`config.mk`:
```
export PLATFORM = sky130hd
export DESIGN_NAME = chipset_interrupt_controller
export DESIGN_NICKNAME = d
export VERILOG_FILES = /design/src/rtl/core/cic_pkg.sv /design/src/rtl/core/cic_prio.sv /design/src/rtl/core/cic_eval.sv /design/src/rtl/core/chipset_interrupt_controller.sv
export SDC_FILE = /design/constraint.sdc
export NUM_CORES = 1
export LEC_CHECK = 0
export BUFFER_PORTS_ARGS = -buffer_cell sky130_fd_sc_hd__buf_2
export CORE_MARGIN = 5
export CORE_UTILIZATION = 35
export DETAILED_ROUTE_END_ITERATION = 7
export PLACE_DENSITY = 0.51
export SLEW_MARGIN = 15
export SYNTH_ARGS = -nofsm -noshare
export SYNTH_HDL_FRONTEND = slang
export SYNTH_SLANG_ARGS = --single-unit
```
`constraint.sdc`:
```
create_clock -name clk -period 11.97 [get_ports clk]
set_clock_uncertainty 0.05 [all_clocks]
set_input_delay 0 -clock clk [delete_from_list [all_inputs] [get_ports clk]]
set_output_delay 0 -clock clk [all_outputs]
set_load 0.005 [all_outputs]
```
`src/rtl/core/cic_pkg.sv`:
```
`default_nettype none

package cic_pkg;

	typedef enum logic [2:0] {
		OP_READ_EN       = 3'd0,
		OP_READ_REQ      = 3'd1,
		OP_WRITE_EN      = 3'd2,
		OP_WRITE_REQ     = 3'd3,
		OP_WRITE_REQ_DLY = 3'd4,
		OP_TICK          = 3'd5,
		OP_REEVAL        = 3'd6
	} cic_op_t;

	localparam int unsigned MASK_W       = 15;
	localparam int unsigned MASTER_BIT   = 14;
	localparam int unsigned SET_MODE_BIT = 15;
	localparam int unsigned TOP_SOURCE   = 13;
	localparam logic [MASK_W-1:0] CIA_MASK      = 15'h2008;
	localparam logic [7:0]        LATENCY_RESET = 8'd10;
	localparam logic [2:0]        LEVEL_MAX     = 3'd7;

	typedef struct packed {
		logic [MASK_W-1:0] enable_mask;
		logic [MASK_W-1:0] request_mask;
		logic              delay_active;
		logic [7:0]        delay_count;
	} cic_state_t;

	typedef struct packed {
		logic [MASK_W-1:0] read_data;
		logic              irq_raise;
		logic [2:0]        irq_level;
		logic [3:0]        irq_source;
		logic              delay_armed;
		logic              cia_recheck;
	} cic_result_t;

	typedef struct packed {
		logic       found;
		logic [3:0] source;
		logic [2:0] level;
	} cic_prio_t;

	// Fixed map from chip interrupt source to CPU level.
	function automatic logic [2:0] source_level(input logic [3:0] src);
		logic [2:0] lvl;
		unique case (src)
			4'd0, 4'd1, 4'd2:          lvl = 3'd1;
			4'd3:                      lvl = 3'd2;
			4'd4, 4'd5, 4'd6:          lvl = 3'd3;
			4'd7, 4'd8, 4'd9, 4'd10:   lvl = 3'd4;
			4'd11, 4'd12:              lvl = 3'd5;
			4'd13, 4'd14:              lvl = 3'd6;
			default:                   lvl = 3'd7;
		endcase
		return lvl;
	endfunction

endpackage

`default_nettype wire

```
`src/rtl/core/cic_prio.sv`:
```
`default_nettype none

module cic_prio
	import cic_pkg::*;
(
	input  wire logic [MASK_W-1:0] pending,
	output cic_prio_t              prio
);

	// Highest pending source among 13..0 wins; bit 14 is the master enable.
	always_comb begin
		prio = '0;
		for (int n = 0; n <= TOP_SOURCE; n++) begin
			if (pending[n]) begin
				prio.found  = 1'b1;
				prio.source = 4'(n);
			end
		end
		prio.level = source_level(prio.source);
	end

endmodule

`default_nettype wire

```
`src/rtl/core/cic_eval.sv`:
```
`default_nettype none

module cic_eval
	import cic_pkg::*;
(
	input  wire cic_state_t  state_cur,
	input  wire logic [7:0]  latency,
	input  wire logic [2:0]  opcode,
	input  wire logic [15:0] data,
	input  wire logic [2:0]  cpu_level,
	input  wire logic        cpu_switch_pending,
	input  wire logic        cpu_stopped,
	output cic_state_t       state_nxt,
	output cic_result_t      result
);

	cic_state_t        st_pre;
	cic_result_t       res_pre;
	logic              do_eval;
	logic              delayed;
	logic [MASK_W-1:0] pending;
	cic_prio_t         prio;

	// Register access phase: read or update the masks, step the countdown on a tick, and decide whether to evaluate.
	always_comb begin
		st_pre  = state_cur;
		res_pre = '0;
		do_eval = 1'b0;
		delayed = 1'b0;
		unique case (cic_op_t'(opcode))
			OP_READ_EN:  res_pre.read_data = state_cur.enable_mask;
			OP_READ_REQ: res_pre.read_data = state_cur.request_mask;
			OP_WRITE_EN: begin
				if (data[SET_MODE_BIT]) begin
					st_pre.enable_mask = state_cur.enable_mask | data[MASK_W-1:0];
				end else begin
					st_pre.enable_mask = state_cur.enable_mask & ~data[MASK_W-1:0];
				end
				do_eval = st_pre.enable_mask[MASTER_BIT];
			end
			OP_WRITE_REQ, OP_WRITE_REQ_DLY: begin
				if (data[SET_MODE_BIT]) begin
					st_pre.request_mask = state_cur.request_mask | data[MASK_W-1:0];
					do_eval = 1'b1;
					delayed = (cic_op_t'(opcode) == OP_WRITE_REQ_DLY);
				end else begin
					st_pre.request_mask = state_cur.request_mask & ~data[MASK_W-1:0];
					res_pre.cia_recheck = |(data[MASK_W-1:0] & CIA_MASK);
				end
			end
			OP_TICK: begin
				if (state_cur.delay_active) begin
					if (state_cur.delay_count <= 8'd1) begin
						st_pre.delay_count  = '0;
						st_pre.delay_active = 1'b0;
						do_eval = 1'b1;
					end else begin
						st_pre.delay_count = state_cur.delay_count - 8'd1;
					end
				end
			end
			OP_REEVAL: do_eval = 1'b1;
			default: ;
		endcase
	end

	assign pending = st_pre.enable_mask & st_pre.request_mask;

	cic_prio u_prio (
		.pending (pending),
		.prio    (prio)
	);

	// Evaluation phase: raise, arm the countdown, or hold.
	always_comb begin
		state_nxt = st_pre;
		result    = res_pre;
		if (do_eval && st_pre.enable_mask[MASTER_BIT] && (|pending) && !cpu_switch_pending
				&& !(st_pre.delay_active && delayed)) begin
			// An immediate evaluation cancels a running countdown.
			if (st_pre.delay_active) begin
				state_nxt.delay_active = 1'b0;
				state_nxt.delay_count  = '0;
			end
			if (cpu_level != LEVEL_MAX && prio.found && prio.level > cpu_level) begin
				if (delayed && !cpu_stopped) begin
					state_nxt.delay_active = 1'b1;
					state_nxt.delay_count  = latency;
				end else begin
					result.irq_raise  = 1'b1;
					result.irq_level  = prio.level;
					result.irq_source = prio.source;
				end
			end
		end
		result.delay_armed = state_nxt.delay_active;
	end

endmodule

`default_nettype wire

```
`src/rtl/core/chipset_interrupt_controller.sv`:
```
// Pipeline: an accepted transaction moves from the input stage into the result
//   register when that register is empty or its result is being taken.
// Throughput: one transaction per cycle unless the output stalls; the mask and
//   countdown state updates as each enters the result register; the next sees it.
// Reset (arst_n low, asynchronous): both masks and the countdown clear, the
//   latency register returns to LATENCY_RESET, and both pipeline stages go empty.
`default_nettype none

module chipset_interrupt_controller
	import cic_pkg::*;
(
	input  wire logic              clk,
	input  wire logic              arst_n,

	// Configuration: raise latency register
	input  wire logic              cfg_we,
	input  wire logic [7:0]        cfg_wdata,

	// Input channel
	input  wire logic              in_valid,
	output logic                   in_stall,
	input  wire logic [2:0]        opcode,
	input  wire logic [15:0]       data,
	input  wire logic [2:0]        cpu_level,
	input  wire logic              cpu_switch_pending,
	input  wire logic              cpu_stopped,

	// Result channel
	output logic                   out_valid,
	input  wire logic              out_stall,
	output logic [MASK_W-1:0]      read_data,
	output logic                   irq_raise,
	output logic [2:0]             irq_level,
	output logic [3:0]             irq_source,
	output logic                   delay_armed,
	output logic                   cia_recheck
);

	// Input stage
	logic        valid_s1;
	logic [2:0]  opcode_s1;
	logic [15:0] data_s1;
	logic [2:0]  cpu_level_s1;
	logic        switch_s1;
	logic        stopped_s1;

	// Architectural state and configuration
	cic_state_t  state_q;
	cic_state_t  state_nxt;
	logic [7:0]  latency_q;

	// Result stage
	logic        out_valid_q;
	cic_result_t result_q;
	cic_result_t result_nxt;

	logic        advance;
	logic        load_s1;

	// Move the input stage forward whenever the result register is empty or
	// its transaction is being taken this cycle.
	assign advance  = valid_s1 && (!out_valid_q || !out_stall);
	// Stall the input side only when the input stage holds a transaction
	// that cannot move on.
	assign in_stall = valid_s1 && !advance;
	assign load_s1  = in_valid && !in_stall;

	always_ff @(posedge clk or negedge arst_n) begin
		if (!arst_n) begin
			valid_s1 <= 1'b0;
		end else if (load_s1) begin
			valid_s1 <= 1'b1;
		end else if (advance) begin
			valid_s1 <= 1'b0;
		end
	end

	// Capture the payload; it holds while the stage is stalled.
	always_ff @(posedge clk) begin
		if (load_s1) begin
			opcode_s1    <= opcode;
			data_s1      <= data;
			cpu_level_s1 <= cpu_level;
			switch_s1    <= cpu_switch_pending;
			stopped_s1   <= cpu_stopped;
		end
	end

	always_ff @(posedge clk or negedge arst_n) begin
		if (!arst_n) begin
			latency_q <= LATENCY_RESET;
		end else if (cfg_we) begin
			latency_q <= cfg_wdata;
		end
	end

	cic_eval u_eval (
		.state_cur          (state_q),
		.latency            (latency_q),
		.opcode             (opcode_s1),
		.data               (data_s1),
		.cpu_level          (cpu_level_s1),
		.cpu_switch_pending (switch_s1),
		.cpu_stopped        (stopped_s1),
		.state_nxt          (state_nxt),
		.result             (result_nxt)
	);

	// Commit the new state together with the result of the same transaction.
	always_ff @(posedge clk or negedge arst_n) begin
		if (!arst_n) begin
			state_q <= '0;
		end else if (advance) begin
			state_q <= state_nxt;
		end
	end

	always_ff @(posedge clk or negedge arst_n) begin
		if (!arst_n) begin
			out_valid_q <= 1'b0;
		end else if (advance) begin
			out_valid_q <= 1'b1;
		end else if (!out_stall) begin
			out_valid_q <= 1'b0;
		end
	end

	always_ff @(posedge clk) begin
		if (advance) begin
			result_q <= result_nxt;
		end
	end

	assign out_valid   = out_valid_q;
	assign read_data   = result_q.read_data;
	assign irq_raise   = result_q.irq_raise;
	assign irq_level   = result_q.irq_level;
	assign irq_source  = result_q.irq_source;
	assign delay_armed = result_q.delay_armed;
	assign cia_recheck = result_q.cia_recheck;

	// An idle countdown always rests at zero.
	a_idle_count_zero: assert property (@(posedge clk) disable iff (!arst_n)
		!state_q.delay_active |-> state_q.delay_count == '0)
		else $error("countdown idle with nonzero count");

	// A raised level is never zero and the source is a real one.
	a_raise_fields: assert property (@(posedge clk) disable iff (!arst_n)
		out_valid_q && result_q.irq_raise
			|-> result_q.irq_level != '0 && result_q.irq_source <= 4'(TOP_SOURCE))
		else $error("raise with bad level or source");

	// Without a raise the level and source fields stay zero.
	a_no_raise_zero: assert property (@(posedge clk) disable iff (!arst_n)
		out_valid_q && !result_q.irq_raise
			|-> result_q.irq_level == '0 && result_q.irq_source == '0)
		else $error("level or source set without raise");

	// The input side stalls only behind a held transaction in the input stage.
	a_stall_needs_item: assert property (@(posedge clk) disable iff (!arst_n)
		in_stall |-> valid_s1 && out_valid_q && out_stall)
		else $error("input stalled without cause");

	// The armed flag in the result matches the committed countdown state.
	a_armed_matches: assert property (@(posedge clk) disable iff (!arst_n)
		advance |=> result_q.delay_armed == state_q.delay_active)
		else $error("delay_armed disagrees with countdown state");

endmodule

`default_nettype wire
```
==> metrics.csv <==
metric;value;unit
status;completed;
comb_power_share;28.6;%
clkSinkCount;98;
drc;0;
ir_worst_vdd;88.3;uV
die_y;133;um
h-tree-depth;3;
wl_per_cell;16.9;um
fin_setup_tns;0;ns
synth_nets;517;
antenna_found_initial;0;
initial_core_util;35.2;%
cts.repair.resized;0;
rsz0062_at_grt;no;
leakagePower;2.71;nW
yosysWarnings;0;
cp.required;12.01;ns
power.switching;0.000343;W
crit_path_end_kind;register;
worst_pin_slew;1.14;ns
finalNonFillerCells;767;
yosys.area.top_type;edfxtp_1;
power_per_cell_area;166;nW/um^2
hold_viol_final;0;
fp-row-count;45;
antenna_cells;0;
seq_power_share;44.0;%
grtUsageTotal;15.1;%
netlist_area;5290;sq um
dr.pass1.iters;4;
setup_violations;0;
hpwl;8630;um
path_class;reg2reg;
min_period;5.04;ns
synthTopCellsByArea;edfxtp_1 28%, dfrtp_1 22%, mux2_2 8.9%;
num_vias;4027;
synthFlopType;edfxtp_1;
drtIter0Drc;201;
synthTopCellsByCount;49 x edfxtp_1, 47 x dfrtp_1, 47 x nand2_1;
fin_nets;619;
path_max_fanout;16;
grt_pass1_vias;4037;
io_buffers;63;
path_clk_slew;0.07;ns
cp.arrival;5.08;ns
p_int;0.000737;W
overflow;0;
fmax;0.199;GHz
drtAntennaViolNets;0;
start_kind;register;
grt_start_max_net_pins;50;
synth_top_area_share;27.8;%
viasPerCell;5.25;
root_buffer;clkbuf_16;
die_area;17700;sq um
hp-class;in2async;
cts_setup_buffers;0;
clockPowerShare;27.4;%
cts_hold_buf;44;
numCtsBuffers;9;
ys_ff_latch;98;
routed_wirelength;12900;um
drive_gt1_share;24.7;%
syn_area_per_cell;11.2;sq um
maxSlewHeadroom;23.6;%
finalCritPeriodShare;42.1;%
place_congestion;0.848;
clockBufferDepth;2;
synthCells;472;
ys_types;67;
ys_seq_area_share;51.0;%
placed_cells;707;
ys_async_sr_fraction;50.0;%
cts_tree;done;
drv_slew;0;
dieWidth;133;um
fp.coreArea;15000;sq um
synth-edff-count;49;
clkLatencyLatePin;0.35;ns
grt_pass1_wl;21500;um
synth_most_common_cell;edfxtp_1;
area_growth;23.1;%
cap_violations;0;
io_pins;64;
p_sw_share;31.8;%
utilization;43.3;%
==> per-stage QoR <==
step	total power, W	hold slack [ns]	area [sq um]	setup WS, ns
after CTS	0.00109	0.292	6510	6.96
after global placement	0.000768	0.122	5760	7.17
after global routing	0.00115	0.301	6510	6.46
after floorplan	0.000695	-0.346	5290	8.01
after detailed placement	0.000777	0.126	5760	6.99
final	0.00108	0.247	6510	6.93
==> area by class of cell <==
type	instances	area [sq um]
sequential	98	2700
tap	188	235
inverter	23	86.3
clock buffer	11	243
multi-input combinational	329	2380
timing repair buffer	113	801
fill	1405	8520
clock inverter	5	61.3
==> critical path, cell delays in order (launching register included) <==
cell       delay [ns]
edfxtp_1         0.70
nor3b_2          0.75
or2_1            0.37
o221ai_1         0.24
nand2_1          0.13
o21ai_0          0.07
nor3b_1          0.14
o21ai_0          0.33
inv_1            0.12
ha_1             0.23
nand2_1          0.09
o2111ai_1        0.12
o21ai_0          0.14
ha_1             0.29
nor2b_1          0.13
o21a_1           0.16
o211ai_1         0.20
nor3_1           0.08
nand2_1          0.19
inv_1            0.09
and2_1           0.17
==> kinds of logic (layout without fill, tap and decap cells) <==
logic type	count (synthesis)	after routing	synth area share, %
simple gates	158	158	16.3
flops	98	98	51.0
compound gates	91	91	12.2
mux	71	71	14.4
buf+inv	45	152	3.93
fa+ha+maj	8	8	1.89
xor+xnor	1	1	0.166
==> path summary, 6_finish.rpt <==
path                                   start  slack, ns      endpoint  cells after the start
min in group clk                     data[3]       0.31    data_s1[3]                      2
worst min register to register      valid_s1       0.45     out_valid                      1
worst min-delay path                  arst_n       0.25    state_q[8]                      3
worst max-delay path            opcode_s1[2]       6.93  irq_level[1]                     20
max in group asynchronous             arst_n      11.14   state_q[30]                      3
worst max register to register  opcode_s1[2]       6.93  irq_level[1]                     20
==> power groups by stage <==
stage	clock, W	combinational, W	sequential, W
after global placement	0	0.000289	0.000479
after global routing	0.000320	0.000347	0.000485
final	0.000296	0.000310	0.000475
after floorplan	0	0.000233	0.000462
after detailed placement	0	0.000297	0.000481
after CTS	0.000306	0.000311	0.000474
==> metal layers <==
layer,wire (um),part of all wire [%],track usage (%)
met2,5810,45,23.5
met5,0,0,0
met4,172,1.3,3.64
met3,592,4.6,3.31
met1,6360,49,21.5
==> flip-flops by register name, indices dropped and copies added (netlist names), named ones only <==
name	count
stopped_s1	1
opcode_s1	3
irq_source	4
cia_recheck	1
out_valid	1
switch_s1	1
valid_s1	1
irq_raise	1
irq_level	3
delay_armed	1
data_s1	16
latency_q	8
cpu_level_s1	3
state_q	31
read_data	15
==> cells in the final DEF (no fill, tap or decap), types with 4 or more instances in the layout <==
cell type / netlist / final
and3b_1: 4 / 4
nor3_1: 6 / 6
o211ai_1: 7 / 7
a32oi_1: 5 / 5
buf_2: 6 / 63
nand2b_1: 5 / 5
o221ai_1: 4 / 4
a221oi_1: 5 / 5
nand2_1: 47 / 47
a21oi_1: 15 / 15
clkbuf_16: 0 / 9
buf_4: 2 / 6
o21ai_0: 21 / 21
inv_1: 23 / 23
dlygate4sd3_1: 0 / 44
nor2b_1: 11 / 11
mux2i_1: 29 / 29
o2bb2ai_1: 7 / 7
nand3_1: 7 / 7
mux2_2: 42 / 42
and2_1: 7 / 7
edfxtp_1: 49 / 49
dfrtp_1: 47 / 47
nor2_1: 39 / 38
ha_1: 8 / 8
No activity file was read; power rests on OpenSTA's default activity.
